## src/rtl/register_map_with_atomic_write_top_assert.svh

```systemverilog
// Assertion macros for the register map RTL; rmaw_back uses them.
// Each macro expects signals named clk and arst_n in the scope where it is used.
`ifndef REGISTER_MAP_WITH_ATOMIC_WRITE_TOP_ASSERT_SVH
`define REGISTER_MAP_WITH_ATOMIC_WRITE_TOP_ASSERT_SVH
`ifndef SYNTHESIS
`define RMAW_ASSERT_IMP(lbl, ante, cons, msg) \
	lbl: assert property (@(posedge clk) disable iff (!arst_n) (ante) |-> (cons)) \
		else $error(msg);
`define RMAW_ASSERT_NEXT(lbl, ante, cons, msg) \
	lbl: assert property (@(posedge clk) disable iff (!arst_n) (ante) |=> (cons)) \
		else $error(msg);
`else
`define RMAW_ASSERT_IMP(lbl, ante, cons, msg)
`define RMAW_ASSERT_NEXT(lbl, ante, cons, msg)
`endif
`endif

```

## src/rtl/rmaw_pkg.sv

```systemverilog
`default_nettype none

package rmaw_pkg;

	localparam int INPUT_COUNT_DEF = 12;
	localparam int HOLDING_COUNT_DEF = 4;
	localparam logic [15:0] HOLD_WORD0_RESET = 16'd1000;
	localparam int QUEUE_DEPTH = 2;

	localparam logic [1:0] CMD_UPDATE = 2'd0;
	localparam logic [1:0] CMD_READ = 2'd1;
	localparam logic [1:0] CMD_WRITE = 2'd2;

	localparam logic [1:0] TBL_INPUT = 2'd0;
	localparam logic [1:0] TBL_HOLDING = 2'd1;

	typedef enum logic [1:0] {
		ST_OK = 2'd0,
		ST_BAD_TABLE = 2'd1,
		ST_BAD_ADDR = 2'd2,
		ST_BAD_VALUE = 2'd3
	} status_t;

	typedef enum logic [1:0] {
		OP_UPDATE = 2'd0,
		OP_STATUS = 2'd1,
		OP_READ = 2'd2,
		OP_BURST = 2'd3
	} op_kind_t;

	// One classified operation as it travels from the front end to the back end.
	typedef struct packed {
		op_kind_t kind;
		status_t status;
		logic holding;
		logic [15:0] address;
		logic [15:0] count;
		logic [15:0] value;
		logic last;
	} op_t;

endpackage

`default_nettype wire

```

## src/rtl/register_map_with_atomic_write_top.sv

```systemverilog
// Channel   Direction  Handshake          Fields
// in        into block in_valid/in_stall  command, table_sel, address, count, value, last_word
// out       from block out_valid/out_stall status, data, last_of_run
//
// An item enters a two-entry queue in the cycle it is transferred, so the input side keeps
// moving while the back end works. Updates and status-only results are emitted when taken.
// A read takes an issue state and an emit state per word, set by the registered read port
// of the store; a good write burst commits one word per cycle through the staging buffer.
// Reset clears the queue, the burst state and the store valid bits at once.
// A stall on the output holds the result register and backs up through the queue.
`default_nettype none

module register_map_with_atomic_write_top #(
	parameter int INPUT_COUNT = rmaw_pkg::INPUT_COUNT_DEF,
	parameter int HOLDING_COUNT = rmaw_pkg::HOLDING_COUNT_DEF
) (
	input wire logic clk,
	input wire logic arst_n,
	input wire logic in_valid,
	output logic in_stall,
	input wire logic [1:0] command,
	input wire logic [1:0] table_sel,
	input wire logic [15:0] address,
	input wire logic [15:0] count,
	input wire logic [15:0] value,
	input wire logic last_word,
	output logic out_valid,
	input wire logic out_stall,
	output logic [1:0] status,
	output logic [15:0] data,
	output logic last_of_run
);

	// Front end to queue.
	logic push;
	rmaw_pkg::op_t front_op;
	logic q_full;

	// Queue to back end.
	logic q_vld;
	logic q_pop;
	rmaw_pkg::op_t q_op;

	// The front end classifies each transfer: it settles update addresses and the table
	// and range of a read, and drops the unused command without a result.
	rmaw_front #(
		.INPUT_COUNT(INPUT_COUNT),
		.HOLDING_COUNT(HOLDING_COUNT)
	) u_front (
		.in_valid(in_valid),
		.in_stall(in_stall),
		.command(command),
		.table_sel(table_sel),
		.address(address),
		.count(count),
		.value(value),
		.last_word(last_word),
		.q_full(q_full),
		.push(push),
		.op(front_op)
	);

	// The queue decouples the two sides, so each can stall on its own.
	rmaw_queue u_queue (
		.clk(clk),
		.arst_n(arst_n),
		.push(push),
		.din(front_op),
		.full(q_full),
		.pop(q_pop),
		.vld(q_vld),
		.dout(q_op)
	);

	// The back end owns the stores and the burst state, runs reads word by word, and
	// commits a checked burst to the holding store with a sweep.
	rmaw_back #(
		.INPUT_COUNT(INPUT_COUNT),
		.HOLDING_COUNT(HOLDING_COUNT)
	) u_back (
		.clk(clk),
		.arst_n(arst_n),
		.q_vld(q_vld),
		.q_op(q_op),
		.q_pop(q_pop),
		.out_valid(out_valid),
		.out_stall(out_stall),
		.status(status),
		.data(data),
		.last_of_run(last_of_run)
	);

endmodule

`default_nettype wire

```

## src/rtl/rmaw_front.sv

```systemverilog
`default_nettype none

module rmaw_front #(
	parameter int INPUT_COUNT = rmaw_pkg::INPUT_COUNT_DEF,
	parameter int HOLDING_COUNT = rmaw_pkg::HOLDING_COUNT_DEF
) (
	input wire logic in_valid,
	output logic in_stall,
	input wire logic [1:0] command,
	input wire logic [1:0] table_sel,
	input wire logic [15:0] address,
	input wire logic [15:0] count,
	input wire logic [15:0] value,
	input wire logic last_word,
	input wire logic q_full,
	output logic push,
	output rmaw_pkg::op_t op
);

	logic [16:0] total;
	logic [16:0] range_end;
	logic range_ok;
	logic cmd_ok;

	always_comb begin
		total = (table_sel == rmaw_pkg::TBL_HOLDING) ? 17'(HOLDING_COUNT) : 17'(INPUT_COUNT);
		range_end = {1'b0, address} + {1'b0, count};
		range_ok = (count != 16'd0) && ({1'b0, address} < total) && (range_end <= total);

		op.kind = rmaw_pkg::OP_STATUS;
		op.status = rmaw_pkg::ST_OK;
		op.holding = (table_sel == rmaw_pkg::TBL_HOLDING);
		op.address = address;
		op.count = count;
		op.value = value;
		op.last = last_word;
		cmd_ok = 1'b1;

		case (command)
			rmaw_pkg::CMD_UPDATE: begin
				if (address < 16'(INPUT_COUNT)) begin
					op.kind = rmaw_pkg::OP_UPDATE;
				end else begin
					op.status = rmaw_pkg::ST_BAD_ADDR;
				end
			end
			rmaw_pkg::CMD_READ: begin
				if (!(table_sel inside {rmaw_pkg::TBL_INPUT, rmaw_pkg::TBL_HOLDING})) begin
					op.status = rmaw_pkg::ST_BAD_TABLE;
				end else if (!range_ok) begin
					op.status = rmaw_pkg::ST_BAD_ADDR;
				end else begin
					op.kind = rmaw_pkg::OP_READ;
				end
			end
			rmaw_pkg::CMD_WRITE: begin
				op.kind = rmaw_pkg::OP_BURST;
			end
			default: begin
				// The unused command is dropped here and never reaches the queue.
				cmd_ok = 1'b0;
			end
		endcase
	end

	assign in_stall = q_full;
	assign push = in_valid && !q_full && cmd_ok;

endmodule

`default_nettype wire

```

## src/rtl/rmaw_queue.sv

```systemverilog
`default_nettype none

module rmaw_queue (
	input wire logic clk,
	input wire logic arst_n,
	input wire logic push,
	input wire rmaw_pkg::op_t din,
	output logic full,
	input wire logic pop,
	output logic vld,
	output rmaw_pkg::op_t dout
);

	localparam int DEPTH = rmaw_pkg::QUEUE_DEPTH;
	localparam int AW = (DEPTH > 1) ? $clog2(DEPTH) : 1;
	localparam int CNTW = $clog2(DEPTH + 1);

	rmaw_pkg::op_t slot_q [DEPTH];
	logic [AW-1:0] wr_ptr_q;
	logic [AW-1:0] rd_ptr_q;
	logic [CNTW-1:0] cnt_q;
	logic do_push;
	logic do_pop;

	assign full = (cnt_q == CNTW'(DEPTH));
	assign vld = (cnt_q != '0);
	assign dout = slot_q[rd_ptr_q];
	assign do_push = push && !full;
	assign do_pop = pop && vld;

	always_ff @(posedge clk or negedge arst_n) begin
		if (!arst_n) begin
			wr_ptr_q <= '0;
			rd_ptr_q <= '0;
			cnt_q <= '0;
		end else begin
			if (do_push) begin
				wr_ptr_q <= (wr_ptr_q == AW'(DEPTH - 1)) ? '0 : wr_ptr_q + AW'(1);
			end
			if (do_pop) begin
				rd_ptr_q <= (rd_ptr_q == AW'(DEPTH - 1)) ? '0 : rd_ptr_q + AW'(1);
			end
			if (do_push && !do_pop) begin
				cnt_q <= cnt_q + CNTW'(1);
			end else if (do_pop && !do_push) begin
				cnt_q <= cnt_q - CNTW'(1);
			end
		end
	end

	always_ff @(posedge clk) begin
		if (do_push) begin
			slot_q[wr_ptr_q] <= din;
		end
	end

endmodule

`default_nettype wire

```

## src/rtl/rmaw_back.sv

```systemverilog
`default_nettype none

`include "register_map_with_atomic_write_top_assert.svh"

module rmaw_back #(
	parameter int INPUT_COUNT = rmaw_pkg::INPUT_COUNT_DEF,
	parameter int HOLDING_COUNT = rmaw_pkg::HOLDING_COUNT_DEF
) (
	input wire logic clk,
	input wire logic arst_n,
	input wire logic q_vld,
	input wire rmaw_pkg::op_t q_op,
	output logic q_pop,
	output logic out_valid,
	input wire logic out_stall,
	output logic [1:0] status,
	output logic [15:0] data,
	output logic last_of_run
);

	localparam int IN_AW = (INPUT_COUNT > 1) ? $clog2(INPUT_COUNT) : 1;
	localparam int HD_AW = $clog2(HOLDING_COUNT);
	localparam int MAXN = (INPUT_COUNT > HOLDING_COUNT) ? INPUT_COUNT : HOLDING_COUNT;
	localparam int PW = $clog2(MAXN);
	localparam int CW = $clog2(MAXN + 1);
	localparam int SW = $clog2(HOLDING_COUNT + 1);
	localparam logic [16:0] FLAG_WORD_ADDR = 17'd3;
	localparam logic [15:0] FLAG_WORD_MAX = 16'd1;

	typedef enum logic [3:0] {
		S_IDLE = 4'b0001,
		S_RD_ISSUE = 4'b0010,
		S_RD_EMIT = 4'b0100,
		S_COMMIT = 4'b1000
	} state_t;

	state_t state_q;

	// Result register.
	logic res_vld_q;
	rmaw_pkg::status_t res_status_q;
	logic [15:0] res_data_q;
	logic res_last_q;

	// Read run.
	logic tbl_q;
	logic [PW-1:0] ptr_q;
	logic [CW-1:0] rem_q;

	// Burst bookkeeping.
	logic [15:0] bwc_q;
	logic [15:0] bstart_q;
	logic [15:0] blen_q;
	logic bbad_q;

	// Commit sweep.
	logic [SW-1:0] ck_q;
	logic [SW-1:0] clen_q;
	logic wpend_s1;
	logic [HD_AW-1:0] waddr_s1;

	// Stores and their read registers.
	logic [15:0] in_mem [INPUT_COUNT];
	logic [15:0] hold_mem [HOLDING_COUNT];
	logic [15:0] stg_mem [HOLDING_COUNT];
	logic in_vld_q [INPUT_COUNT];
	logic hold_vld_q [HOLDING_COUNT];
	logic [15:0] in_rd_q;
	logic in_rd_vld_q;
	logic [15:0] hold_rd_q;
	logic hold_rd_vld_q;
	logic hold_rd_w0_q;
	logic [15:0] stg_rd_q;

	logic out_free;
	logic take;
	logic rd_issue;
	logic cm_issue;
	logic stg_we;
	logic first;
	logic [15:0] bstart_n;
	logic [15:0] blen_n;
	logic [16:0] chk_addr;
	logic word_bad;
	logic bad_n;
	logic [16:0] nwords;
	logic [16:0] bend;
	logic brange_ok;
	rmaw_pkg::status_t bstat;
	logic [15:0] in_word;
	logic [15:0] hold_word;
	logic emit;
	rmaw_pkg::status_t emit_status;
	logic [15:0] emit_data;
	logic emit_last;

	assign out_free = !res_vld_q || !out_stall;
	assign take = (state_q == S_IDLE) && q_vld && out_free;
	assign q_pop = take;
	assign rd_issue = (state_q == S_RD_ISSUE);
	assign cm_issue = (state_q == S_COMMIT) && (ck_q != clen_q);
	assign stg_we = take && (q_op.kind == rmaw_pkg::OP_BURST) &&
		(bwc_q < 16'(HOLDING_COUNT));

	// Burst word checks: the first word of a burst latches start and length.
	always_comb begin
		first = (bwc_q == 16'd0);
		bstart_n = first ? q_op.address : bstart_q;
		blen_n = first ? q_op.count : blen_q;
		chk_addr = {1'b0, bstart_n} + {1'b0, bwc_q};
		word_bad = ((chk_addr == 17'd0) && (q_op.value == 16'd0)) ||
			((chk_addr == FLAG_WORD_ADDR) && (q_op.value > FLAG_WORD_MAX));
		bad_n = (!first && bbad_q) || word_bad;
		nwords = {1'b0, bwc_q} + 17'd1;
		bend = {1'b0, bstart_n} + {1'b0, blen_n};
		brange_ok = (blen_n != 16'd0) && (bstart_n < 16'(HOLDING_COUNT)) &&
			(bend <= 17'(HOLDING_COUNT));
		if ((nwords != {1'b0, blen_n}) || !brange_ok) begin
			bstat = rmaw_pkg::ST_BAD_ADDR;
		end else if (bad_n) begin
			bstat = rmaw_pkg::ST_BAD_VALUE;
		end else begin
			bstat = rmaw_pkg::ST_OK;
		end
	end

	assign in_word = in_rd_vld_q ? in_rd_q : 16'd0;
	assign hold_word = hold_rd_vld_q ? hold_rd_q :
		(hold_rd_w0_q ? rmaw_pkg::HOLD_WORD0_RESET : 16'd0);

	always_comb begin
		emit = 1'b0;
		emit_status = rmaw_pkg::ST_OK;
		emit_data = 16'd0;
		emit_last = 1'b1;
		case (state_q)
			S_IDLE: begin
				if (take) begin
					case (q_op.kind)
						rmaw_pkg::OP_UPDATE: begin
							emit = 1'b1;
						end
						rmaw_pkg::OP_STATUS: begin
							emit = 1'b1;
							emit_status = q_op.status;
						end
						rmaw_pkg::OP_BURST: begin
							emit = q_op.last && (bstat != rmaw_pkg::ST_OK);
							emit_status = bstat;
						end
						default: begin
							emit = 1'b0;
						end
					endcase
				end
			end
			S_RD_EMIT: begin
				emit = out_free;
				emit_data = tbl_q ? hold_word : in_word;
				emit_last = (rem_q == CW'(1));
			end
			S_COMMIT: begin
				emit = (ck_q == clen_q) && !wpend_s1 && out_free;
			end
			default: begin
				emit = 1'b0;
			end
		endcase
	end

	always_ff @(posedge clk or negedge arst_n) begin
		if (!arst_n) begin
			state_q <= S_IDLE;
			res_vld_q <= 1'b0;
			tbl_q <= 1'b0;
			ptr_q <= '0;
			rem_q <= '0;
			bwc_q <= 16'd0;
			bstart_q <= 16'd0;
			blen_q <= 16'd0;
			bbad_q <= 1'b0;
			ck_q <= '0;
			clen_q <= '0;
			wpend_s1 <= 1'b0;
			for (int i = 0; i < INPUT_COUNT; i++) begin
				in_vld_q[i] <= 1'b0;
			end
			for (int i = 0; i < HOLDING_COUNT; i++) begin
				hold_vld_q[i] <= 1'b0;
			end
		end else begin
			if (emit) begin
				res_vld_q <= 1'b1;
			end else if (!out_stall) begin
				res_vld_q <= 1'b0;
			end
			wpend_s1 <= cm_issue;
			if (wpend_s1) begin
				hold_vld_q[waddr_s1] <= 1'b1;
			end
			case (state_q)
				S_IDLE: begin
					if (take) begin
						case (q_op.kind)
							rmaw_pkg::OP_UPDATE: begin
								in_vld_q[q_op.address[IN_AW-1:0]] <= 1'b1;
							end
							rmaw_pkg::OP_READ: begin
								tbl_q <= q_op.holding;
								ptr_q <= q_op.address[PW-1:0];
								rem_q <= q_op.count[CW-1:0];
								state_q <= S_RD_ISSUE;
							end
							rmaw_pkg::OP_BURST: begin
								bstart_q <= bstart_n;
								blen_q <= blen_n;
								if (q_op.last) begin
									bwc_q <= 16'd0;
									bbad_q <= 1'b0;
									if (bstat == rmaw_pkg::ST_OK) begin
										ck_q <= '0;
										clen_q <= blen_n[SW-1:0];
										state_q <= S_COMMIT;
									end
								end else begin
									bbad_q <= bad_n;
									if (bwc_q != 16'hFFFF) begin
										bwc_q <= bwc_q + 16'd1;
									end
								end
							end
							default: begin
								state_q <= S_IDLE;
							end
						endcase
					end
				end
				S_RD_ISSUE: begin
					state_q <= S_RD_EMIT;
				end
				S_RD_EMIT: begin
					if (out_free) begin
						ptr_q <= ptr_q + PW'(1);
						rem_q <= rem_q - CW'(1);
						state_q <= (rem_q == CW'(1)) ? S_IDLE : S_RD_ISSUE;
					end
				end
				S_COMMIT: begin
					if (cm_issue) begin
						ck_q <= ck_q + SW'(1);
					end
					if (emit) begin
						state_q <= S_IDLE;
					end
				end
				default: begin
					state_q <= S_IDLE;
				end
			endcase
		end
	end

	always_ff @(posedge clk) begin
		if (emit) begin
			res_status_q <= emit_status;
			res_data_q <= emit_data;
			res_last_q <= emit_last;
		end
		if (cm_issue) begin
			waddr_s1 <= bstart_q[HD_AW-1:0] + ck_q[HD_AW-1:0];
		end
	end

	// Input store: written by updates, read one word per step of a read run.
	always_ff @(posedge clk) begin
		if (take && (q_op.kind == rmaw_pkg::OP_UPDATE)) begin
			in_mem[q_op.address[IN_AW-1:0]] <= q_op.value;
		end
		if (rd_issue && !tbl_q) begin
			in_rd_q <= in_mem[ptr_q[IN_AW-1:0]];
			in_rd_vld_q <= in_vld_q[ptr_q[IN_AW-1:0]];
		end
	end

	// Holding store: written only by the commit sweep.
	always_ff @(posedge clk) begin
		if (wpend_s1) begin
			hold_mem[waddr_s1] <= stg_rd_q;
		end
		if (rd_issue && tbl_q) begin
			hold_rd_q <= hold_mem[ptr_q[HD_AW-1:0]];
			hold_rd_vld_q <= hold_vld_q[ptr_q[HD_AW-1:0]];
			hold_rd_w0_q <= (ptr_q == '0);
		end
	end

	// Staging buffer for burst words.
	always_ff @(posedge clk) begin
		if (stg_we) begin
			stg_mem[bwc_q[HD_AW-1:0]] <= q_op.value;
		end
		if (cm_issue) begin
			stg_rd_q <= stg_mem[ck_q[HD_AW-1:0]];
		end
	end

	assign out_valid = res_vld_q;
	assign status = res_status_q;
	assign data = res_data_q;
	assign last_of_run = res_last_q;

	`RMAW_ASSERT_IMP(a_emit_rem_nonzero, state_q == S_RD_EMIT, rem_q != '0, "read run has no words left")
	`RMAW_ASSERT_IMP(a_pop_only_idle, q_pop, state_q == S_IDLE, "queue popped while busy")
	`RMAW_ASSERT_NEXT(a_run_end_idle, (state_q == S_RD_EMIT) && emit && (rem_q == CW'(1)), state_q == S_IDLE, "read run did not end")
	`RMAW_ASSERT_NEXT(a_burst_end_clears, q_pop && (q_op.kind == rmaw_pkg::OP_BURST) && q_op.last, (bwc_q == 16'd0) && !bbad_q, "burst state not cleared")
	`RMAW_ASSERT_IMP(a_commit_bound, state_q == S_COMMIT, ck_q <= clen_q, "commit sweep overran")

endmodule

`default_nettype wire

```

## config.mk

```make
export PLATFORM = sky130hd
export DESIGN_NAME = register_map_with_atomic_write_top
export DESIGN_NICKNAME = d
export VERILOG_FILES = /design/src/rtl/rmaw_pkg.sv /design/src/rtl/register_map_with_atomic_write_top.sv /design/src/rtl/rmaw_front.sv /design/src/rtl/rmaw_queue.sv /design/src/rtl/rmaw_back.sv
export VERILOG_INCLUDE_DIRS = /design/src /design/src/rtl
export SDC_FILE = /design/constraint.sdc
export NUM_CORES = 1
export LEC_CHECK = 0
export BUFFER_PORTS_ARGS = -buffer_cell sky130_fd_sc_hd__buf_2
export CAP_MARGIN = 10
export CORE_ASPECT_RATIO = 1.4
export CORE_MARGIN = 2
export CORE_UTILIZATION = 45
export DETAILED_ROUTE_END_ITERATION = 12
export GPL_TIMING_DRIVEN = 0
export PLACE_DENSITY = 0.7
export SYNTH_ARGS = -nofsm -noshare
export SYNTH_HDL_FRONTEND = slang
export SYNTH_HIERARCHICAL = 1
export SYNTH_SLANG_ARGS = --single-unit
```

## constraint.sdc

```tcl
create_clock -name clk -period 17.45 [get_ports clk]
set_input_delay 0.8725 -clock clk [delete_from_list [all_inputs] [get_ports clk]]
set_output_delay 0.8725 -clock clk [all_outputs]
set_load 0.01 [all_outputs]
```

**After elaboration in Yosys (flattened, before gate mapping)**

Memory sizes are Yosys's and may differ from the RTL's. A register that Yosys moved wholly into a read port is not among the register bits.
Cells that the tools add are included.

- Eq/ne operators: 29
- Shifts and indexed selects: 0
- Mux-type cells: 71
- $lt $le $gt $ge: 13
- Multipliers: 0
- Bitwise operators: 6
- Add/subtract/negate cells: 13
- Divide/modulo/power cells: 0
- Reductions and logical operators: 67

Operator list:

| operator | number |
|---|---|
| $mux W16 | 7 |
| $add A16 B16 Y17 | 3 |
| $mux W4 | 12 |
| $logic_not A16 Y1 | 2 |
| $lt A16 B3 Y1 const B | 2 |
| $reduce_bool A16 Y1 | 2 |
| $logic_and A1 B1 Y1 | 26 |
| $mux W1 | 22 |
| $mux W2 | 10 |
| $add A16 B1 Y17 const B | 1 |
| $eq A17 B2 Y1 const B | 1 |
| $le A17 B17 Y1 | 1 |
| $le A17 B3 Y1 const B | 1 |
| $logic_not A17 Y1 | 1 |
| $lt A16 B17 Y1 | 1 |
| $ne A17 B16 Y1 | 1 |
| $add A16 B1 Y16 const B | 1 |
| $gt A16 B1 Y1 const B | 1 |
| $lt A16 B4 Y1 const B | 1 |
| $ne A16 B16 Y1 const B | 1 |
| $pmux W4 S2 | 2 |
| $pmux W4 S4 | 1 |
| $mux W3 | 5 |
| $reduce_bool A2 Y1 | 7 |
| other kinds (49) | 87 |

- Flip-flop bits (word level): 114
- Input bits: 57
- Logic and storage cells: 241
- Output and inout port bits: 21
- Bits in writable memories: 428
- Bits in latches: 0
- Memories kept: 4
- Bits in read-only memories: 0

Memory list:

| memory | words | bits a word | rd ports | clocked after memory_dff | wr ports | line | RTL |
|---|---|---|---|---|---|---|---|
| u_back.in_mem | 12 | 16 | 1 | 1 | 1 | rmaw_back.sv:63 | `logic [15:0] in_mem [INPUT_COUNT];` |
| u_queue.slot_q | 2 | 54 | 1 | 0 | 1 | rmaw_queue.sv:18 | `rmaw_pkg::op_t slot_q [DEPTH];` |
| u_back.hold_mem | 4 | 16 | 1 | 1 | 1 | rmaw_back.sv:64 | `logic [15:0] hold_mem [HOLDING_COUNT];` |
| u_back.stg_mem | 4 | 16 | 1 | 1 | 1 | rmaw_back.sv:65 | `logic [15:0] stg_mem [HOLDING_COUNT];` |

**Depth between registers and ports, before layout**

Gate-level depths: netlist of run 1.

- Word-level depth: 16
- Depth in mapped cells: 23
- Depth with buffers taken out: 18

**Cells and area by module**

The synthesis of run 1 kept the hierarchy.

By module, submodules not included:

| module | area each (um^2) | seq. area each (um^2) | times used | cells each |
|---|---|---|---|---|
| rmaw_back | 21733.3 | 13924.6 | 1 | 1478 |
| rmaw_queue | 4344.2 | 3343.2 | 1 | 187 |
| rmaw_front | 1511.4 | 0.0 | 1 | 204 |

**Worst setup path before layout of run 1**

Ideal clock, no wire load.

- Kind: reg2reg
- From: register u_back.bwc_q[0]
- To: register u_back.res_data_q[0], in the netlist u_back/data[0] (enable)
- Arrival time: 5.435 ns
- Period minus slack after synthesis: 5.856 ns
- Data required time: 17.029 ns
- Setup slack: 11.594 ns
- Library setup time: 0.421 ns
- Cell stages (with the launch flop): 23
- Buffers on the path: 4
- Cells stage by stage: dfrtp_1 inv_1 ha_1 nor3b_2 and4_1 buf_6 buf_12 buf_4 clkbuf_1 nand2_1 nand2_1 ha_1 fa_1 a211o_1 a31o_2 nor4bb_1 a211oi_2 o211ai_1 mux2_2 mux2i_1 nand4_1 nor2_1 o21ai_0

- Word-level cells in the longest chain between the ends: 14
- Elaborated cells on any way between the ends: 29
- Classes of those cells: add/sub (3); order compare (2); eq/ne (2); mux (7); reduce/logical (15)

RTL lines:

| what | line | RTL |
|---|---|---|
| from (decl) | rmaw_back.sv:51 | `logic [15:0] bwc_q;` |
| from (signal assigned) | rmaw_back.sv:228 | `bwc_q <= bwc_q + 16'd1;` |
| $logic_not A16 Y1 * | rmaw_back.sv:107 | `first = (bwc_q == 16'd0);` |
| $mux W16 * | rmaw_back.sv:108 | `bstart_n = first ? q_op.address : bstart_q;` |
| via u_back.bstart_n[0] | rmaw_back.sv:81 | `logic [15:0] bstart_n;` |
| branches (longest 6 deep; another with $add A16 B16 Y17) | n/a |  |
| $mux W2 * | rmaw_back.sv:118 | `if ((nwords != {1'b0, blen_n}) \|\| !brange_ok) begin` |
| $reduce_bool A2 Y1 * | rmaw_back.sv:148 | `emit = q_op.last && (bstat != rmaw_pkg::ST_OK);` |
| $logic_and A1 B1 Y1 * | rmaw_back.sv:148 |  |
| $pmux W1 S2 * | rmaw_back.sv:139 | `case (q_op.kind)` |
| $mux W1 * | rmaw_back.sv:138 | `if (take) begin` |
| $pmux W1 S3 * | rmaw_back.sv:136 | `case (state_q)` |
| via u_back.emit | rmaw_back.sv:92 | `logic emit;` |
| to (signal assigned) | rmaw_back.sv:266 | `res_data_q <= emit_data;` |
| to (decl) | rmaw_back.sv:42 | `logic [15:0] res_data_q;` |

Mark *: on every way through the listed nets, which the timed path passes.
A chain may end at the register's enable or synchronous reset.

**Worst setup path in the final report of run 1**

- From: register u_back.bwc_q[0]
- To: register u_back.clen_q[1]

- Word-level cells in the longest chain between the ends: 11
- Elaborated cells on any way between the ends: 26
- Classes of those cells: add/sub (3); order compare (2); eq/ne (2); mux (4); reduce/logical (15)

RTL lines:

| what | line | RTL |
|---|---|---|
| $logic_not A16 Y1 * | rmaw_back.sv:107 |  |
| $mux W16 * | rmaw_back.sv:108 |  |
| via u_back.bstart_n[1] | rmaw_back.sv:81 |  |
| branches (longest 6 deep; another with $add A16 B16 Y17) | n/a |  |
| $mux W2 * | rmaw_back.sv:118 |  |
| $logic_not A2 Y1 * | rmaw_back.sv:220 | `if (bstat == rmaw_pkg::ST_OK) begin` |
| $reduce_and A5 Y1 (no line) * | n/a |  |
| to (signal assigned) | rmaw_back.sv:222 | `clen_q <= blen_n[SW-1:0];` |
| to (decl) | rmaw_back.sv:58 | `logic [SW-1:0] clen_q;` |

Marked as above.

==> flow_summary.yaml, run 1 <==
run_status:
  run_status: "finished, final reports clean"
sta:
  maxSlewViolCount: 0
  fmax_ghz: 0.1497
  timing.slew.headroom_pct: 26.85
  worst-slew-pin-transition_ns: 1.086
  final_period_minus_worst_setup_slack_ns: 6.680
  fin_skew_ns: 0.05537
  tns_ns: 0
  worst_slack_ns: 10.77
  setup-violations-final: 0
  report.final.hold_viol_count: 0
  unrepaired_setup_endpoints_after_global_routing: "no"
  layout_worst_path_cycle_share_pct: 38.28
power_and_ir_drop:
  internal_power_mw: 3.356
  cellLeakagePower_nw: 11.26
  p_per_area_mw_per_mm2: 172.3
  power_frac_comb_pct: 42.4
  netSwitchingFraction_pct: 37.43
  seqPwrFrac_pct: 35.4
  clock_power_share_pct: 22.2
  p_total_mw: 5.364
  switching_power_mw: 2.007
  peakVddDrop_mv: 0.1266
finish:
  nets: 2124
  final_layout_size_suffix_gt1_share_pct: 22.79
  mostFrequentLayoutCells: "edfxtp_1 (500), nand2_1 (129), dfrtp_1 (89)"
  layout.cells.most_common: "edfxtp_1"
  antennaDiodeCount: 0
  area_delta_synth_final_pct: 12.85
  fin_area_sq_mm: 0.03113
  num-fill-cells: 5020
job:
  maximum_capacitance_violations: 0
global_route:
  global_route_wire_length_before_repair_um: 101500
  grt_antenna_before_repair: 0
  globalRouteOverflowTotal: 0
  first_global_vias: 16870
  grt_max_degree: 68
  globalRouteTotalUtil_pct: 21.47
clock_network:
  clk_pin_slew_worst_paths_ns: 0.07
  cts.path.max_buffers: 3
  cts_resized: 0
  clock_latency_ns: 0.64
  clock_tree_from_tritoncts: "yes"
  cts_hold_repair.buffers: 0
  cts.sinks: 590
  cts.htree.levels: 2
  clock-root-buffer: "clkbuf_16"
  post_cts.repair.setup_buffers: 0
  cts_buffers: 54
yosys:
  number_of_enable_flip_flop_cells_after_synthesis: 500
  synth_area_sq_mm: 0.02759
  synth_top_flop_cell: "edfxtp_1"
  ys_ff_latch: 590
  yosysSeqAreaShare_pct: 62.59
  postSynthNetCount: 1986
  synthCells: 1869
  synth-async-reset-ratio_pct: 15.25
  synthesis.yosys.warnings: 6
  netlist-cell-type-count: 93
  synthesis.area_per_instance_sq_um: 14.76
detailed_routing:
  first_iter_violations: 1272
  via_per_inst: 5.738
  top_signal_layer_used: "met4"
  route.met2.wl_um: 35620
  detail-route-antenna-nets: 0
  detail_route.wirelength_um: 67140
  wl_met3_um: 3171
  route.vias.total: 16440
  post_drt_wl_per_cell_um: 23.43
  remaining_drc_errors: 0
  wirelength_met1_um: 24670
  detail_route.first_pass.iterations: 5
placed_design:
  preCtsSetupSlack_ns: 10.87
  detailed_place_hpwl_um: 49250
  routabilityCongestion: 0.9481
  detailed_place.area_sq_mm: 0.02933
  io_buffer_count: 60
setup_path:
  cp_max_fo: 10
  timing.critical_path.required_ns: 17.93
  crit_type: "reg2reg"
  critPathArrivalTime_ns: 7.16
  crit_path_start_kind: "flip-flop"
  crit_path_end_kind: "flip-flop"
floorplanning:
  fp.dieArea_sq_mm: 0.06333
  die_w_um: 213.3
  fp.coreArea_sq_mm: 0.06078
  die_h_um: 297.0
  fp-row-count: 107
  io-pin-count: 78
  initial_utilization_pct: 45.39
hold_path:
  worstHoldPathType: "in2async"
[logic make-up (layout without fill, tap and decap cells)]
group | count (synthesis) | in the layout | synth area share [%]
flops | 590 | 590 | 62.59
mux | 216 | 216 | 12.85
buf+inv | 182 | 362 | 3.819
fa+ha+maj | 67 | 67 | 3.057
xor+xnor | 57 | 57 | 1.809
simple gates | 477 | 477 | 9.038
compound gates | 280 | 280 | 6.839
[power by group through the flow]
stage | logic [mW] | clock network [mW] | registers [mW]
floorplan | 1.55 | 0 | 1.91
global placement | 2.20 | 0 | 1.92
detailed placement | 2.26 | 0 | 1.92
CTS | 2.27 | 1.21 | 1.90
global route | 2.45 | 1.27 | 1.91
finish | 2.27 | 1.19 | 1.90
[layer usage]
metal  vias up  global-route usage (%)
met5         -                       0
met4         0                   11.01
met3       147                   2.808
met2       592                   38.67
met1      8248                   24.77
li1       7457                       -
[critical path, stage by stage (launching register included)]
cell and delay, ns:
dfrtp_1 0.48, inv_1 0.17, ha_1 0.24, nor3b_2 0.29
and4_1 0.25, buf_6 0.13, buf_12 0.14, buf_4 0.23
clkbuf_1 0.39, nand2_1 0.10, nand2_1 0.27, ha_1 0.29
and3_1 0.20, o21ai_0 0.37, o211ai_1 0.17, a21oi_1 0.49
nand2_1 0.22, a211o_1 0.30, nor4_1 0.27, nand4_1 0.42
or4_1 0.61, buf_2 0.20, mux2_4 0.30
[registers in the layout, indices dropped and copies added, names as in the netlist, 2 cells and up]
signal / count
u_back/hold_mem: 64
u_back/status: 2
u_back/hold_rd_q: 16
u_queue/slot_q: 108
u_back/in_rd_q: 16
u_back/blen_q: 16
u_back/hold_vld_q: 4
u_back/waddr_s1: 2
u_back/bwc_q: 16
u_queue/cnt_q: 2
u_back/in_mem: 192
u_back/stg_rd_q: 16
u_back/clen_q: 3
u_back/ptr_q: 4
u_back/rem_q: 4
u_back/stg_mem: 64
u_back/ck_q: 3
u_back/bstart_q: 16
u_back/state_q: 4
u_back/data: 16
u_back/in_vld_q: 12
[layout make-up]
| cell class | instances | area [sq um] | area share [%] |
|---|---|---|---|
| Timing Repair Buffer | 82 | 633.1 | 2.033 |
| Tap cell | 817 | 1022 | 3.283 |
| Multi-Input combinational cell | 1097 | 9350 | 30.03 |
| Clock inverter | 26 | 329.1 | 1.057 |
| Sequential cell | 590 | 17270 | 55.46 |
| Clock buffer | 72 | 1479 | 4.750 |
| Inverter | 44 | 165.2 | 0.5305 |
| Buffer | 138 | 888.4 | 2.853 |
[worst paths after layout]
| kind | from | end | slack [ns] | depth (start not counted) |
|---|---|---|---|---|
| setup / recovery | u_back/bwc_q[0] | u_back/clen_q[1] | 10.77 | 22 |
| max in group asynchronous | arst_n | u_back/state_q[0] | 16.57 | 2 |
| setup reg to reg | u_back/bwc_q[0] | u_back/clen_q[1] | 10.77 | 22 |
| hold / removal | arst_n | u_back/bwc_q[15] | 0.18 | 1 |
| min in group clk | last_word | u_queue/slot_q[1][0] | 0.42 | 1 |
| hold reg to reg | u_back/hold_vld_q[0] | u_back/hold_vld_q[0] | 0.47 | 1 |
[synth_stat cells (24+ instances only)]
library cell	number	area, sq um
a21oi_1	44	220.2
buf_4	51	382.9
clkbuf_1	50	187.7
dfrtp_1	89	2227
edfxtp_1	500	15010
ha_1	57	713.2
inv_1	43	161.4
mux2_2	24	270.3
mux2_4	52	780.8
mux2i_1	49	490.5
mux4_2	84	1892
nand2_1	129	484.2
nand3_1	40	200.2
nor2_1	93	349.1
nor3_1	36	180.2
nor4_1	30	187.7
o21ai_0	79	395.4
xnor2_1	35	306.5
[through the flow]
step	util, %	cells	hold WS (ns)
final	51.22	2866	0.1841
after global routing	51.22	2866	0.1918
after detailed placement	48.25	2768	0.4510
after global placement	47.57	2746	0.4470
after floorplan	-	1869	0.4337
after CTS	51.22	2866	0.1805
No activity file was read; power rests on OpenSTA's default activity.
==> run 2: changes to the inputs <==
Settings changed: PLACE_DENSITY 0.7 to 0.72.
Clock period 17.45 ns to 5.9 ns, I/O delays scaled along.
==> run 2 against run 1 <==
  * Combinational power increased to 3.1 times the previous value
  * Setup slack got worse by 11 ns
  * Non-clock buffer count is 38 higher
  * Register-to-register slack got worse by 11 ns
  * Critical endpoint is now u_back/clen_q[0]
  * Largest power group unchanged
  * Highest routed layer is now met5
==> flow_summary.yaml, run 2 (synthesis gave the netlist of run 1 again) <==
power_and_ir_drop:
  switching_power_mw: 6.044
  clock_power_share_pct: 21.7
  p_total_mw: 16.07
  netSwitchingFraction_pct: 37.60
  seqPwrFrac_pct: 34.9
  internal_power_mw: 10.03
  p_per_area_mw_per_mm2: 509.3
  peakVddDrop_mv: 0.2919
  power_frac_comb_pct: 43.4
  cellLeakagePower_nw: 11.42
clock_network:
  clk_pin_slew_worst_paths_ns: 0.07
  clock-root-buffer: "clkbuf_16"
  clock_tree_from_tritoncts: "yes"
  cts.sinks: 590
  cts_buffers: 53
  cts.path.max_buffers: 3
  clock_latency_ns: 0.64
  cts.htree.levels: 2
sta:
  layout_worst_path_cycle_share_pct: 95.49
  fin_skew_ns: 0.04996
  report.final.hold_viol_count: 0
  timing.slew.headroom_pct: 30.38
  maxSlewViolCount: 0
  final_period_minus_worst_setup_slack_ns: 5.634
  setup-violations-final: 0
  fmax_ghz: 0.1775
  worst-slew-pin-transition_ns: 1.031
  worst_slack_ns: 0.2658
  tns_ns: 0
setup_path:
  cp_max_fo: 10
  crit_path_start_kind: "flip-flop"
  cpLargestDelayFamily: "simple AND/OR/NAND/NOR gates"
  crit_path_frequent_cell: "nand4_1"
  critical_path.cell_chain: "inv_2 -> ha_1 -> nor3b_4 -> and4_1 -> buf_6 -> buf_12 -> buf_6 -> mux2i_1 -> inv_1 -> ha_1 -> clkbuf_1 -> o22ai_1 -> a311oi_1 -> nand4_1 -> nor3_1 -> nand4_1 -> nor4_2 -> nand4_1 -> buf_4 -> or4_1 -> buf_2 -> mux2_4"
  crit_path_end_kind: "flip-flop"
  crit_type: "reg2reg"
  timing.critical_path.required_ns: 6.39
  cp.buffers_inverters: 8
  timing.reg2reg.worst_path_depth: 22
  critical_path_cell_count: 22
  critical_path_slowest_stage_cell: "mux2i_1"
  critPathArrivalTime_ns: 6.12
  slowest_delay_ns: 0.55
detailed_routing:
  detail_route.wirelength_um: 67910
  detail_route.first_pass.iterations: 5
  post_drt_wl_per_cell_um: 23.37
  via_per_inst: 5.738
  remaining_drc_errors: 0
  detail-route-antenna-nets: 0
  route.vias.total: 16670
  first_iter_violations: 1223
finish:
  fin_area_sq_mm: 0.03156
  mostFrequentLayoutCells: "edfxtp_1 (500), nand2_1 (127), dfrtp_1 (87)"
  nets: 2161
  largest_reg_flops: 192
  final_layout_size_suffix_gt1_share_pct: 23.80
  area_delta_synth_final_pct: 14.39
  layout.cells.most_common: "edfxtp_1"
  finalCoreUtilization_pct: 51.92
global_route:
  global_route_wire_length_before_repair_um: 102900
  globalRouteOverflowTotal: 0
  first_global_vias: 17230
  grt_antenna_before_repair: 2
  grt_max_degree: 69
  globalRouteTotalUtil_pct: 21.70
hold_path:
  worstHoldPathType: "in2reg"
  whs_path_depth: 2
placed_design:
  io_buffer_count: 60
  detailed_place_hpwl_um: 49290
  detailed_place.area_sq_mm: 0.02934
  routabilityCongestion: 0.9929
  preCtsSetupSlack_ns: -0.5966
run_status:
  run_status: "finished, final reports clean"
floorplanning:
  fp.dieArea_sq_mm: 0.06333
  fp-row-count: 107
  die_w_um: 213.3
  die_h_um: 297.0
  io-pin-count: 78
  fp.coreArea_sq_mm: 0.06078
  initial_utilization_pct: 45.39
job:
  maximum_capacitance_violations: 0
==> run 2: cell count changes in the layout (fill, tap and decap cells not counted), sizes merged <==
cell,previous run,this run
buf,169,181
bufinv,5,6
clkbuf,123,115
clkinv,19,21
clkinvlp,2,3
diode,0,1
dlygate4sd3,0,28
inv,44,47
==> run 2: power by group through the flow <==
stage | registers (mW) | logic [mW] | clock network (mW)
after floorplan | 5.65 | 4.58 | 0
after global placement | 5.68 | 6.51 | 0
after detailed placement | 5.69 | 6.71 | 0
after CTS | 5.61 | 6.81 | 3.54
after global routing | 5.65 | 7.49 | 3.70
final | 5.60 | 6.98 | 3.49
==> run 2: cell type report <==
cell class / count / area (sq um)
Antenna cell: 1 / 2.502
Buffer: 136 / 897.1
Clock buffer: 66 / 1385
Clock inverter: 33 / 370.4
Fill cell: 4980 / 29220
Inverter: 44 / 165.2
Multi-Input combinational cell: 1097 / 9434
Sequential cell: 590 / 17270
Tap cell: 817 / 1022
Timing Repair Buffer: 122 / 1011
==> run 2: what timing repair did <==
action,CTS,global route
hold endpoints to repair,80,0
setup endpoints to repair,29,26
hold buffers,28,0
pin swaps,4,5
resized for setup,15,18
buffers inserted,3,8
==> run 2: worst paths after layout <==
check / slack [ns] / from / to
max reg2reg: 0.27 / u_back/bwc_q[0] / u_back/clen_q[0]
max: 0.27 / u_back/bwc_q[0] / u_back/clen_q[0]
max in group asynchronous: 5.04 / arst_n / u_back/state_q[0]
min reg2reg: 0.47 / u_back/in_vld_q[6] / u_back/in_vld_q[6]
min in group asynchronous: 0.16 / arst_n / u_back/bwc_q[15]
min: 0.03 / count[3] / u_queue/slot_q[1][20]
==> run 2: stage by stage <==
step | cells | hold slack [ns]
finish | 2906 | 0.02724
global route | 2906 | 0.005889
CTS | 2897 | 0.003874
detailed placement | 2769 | 0.2465
global placement | 2746 | 0.4464
floorplan | 1869 | -0.0005911
==> run 2: per-layer routing <==
layer	global-route usage (%)	wire (um)
met5	0	13
met4	11.77	3908
met3	2.650	3230
met2	39.33	36080
met1	24.63	24670
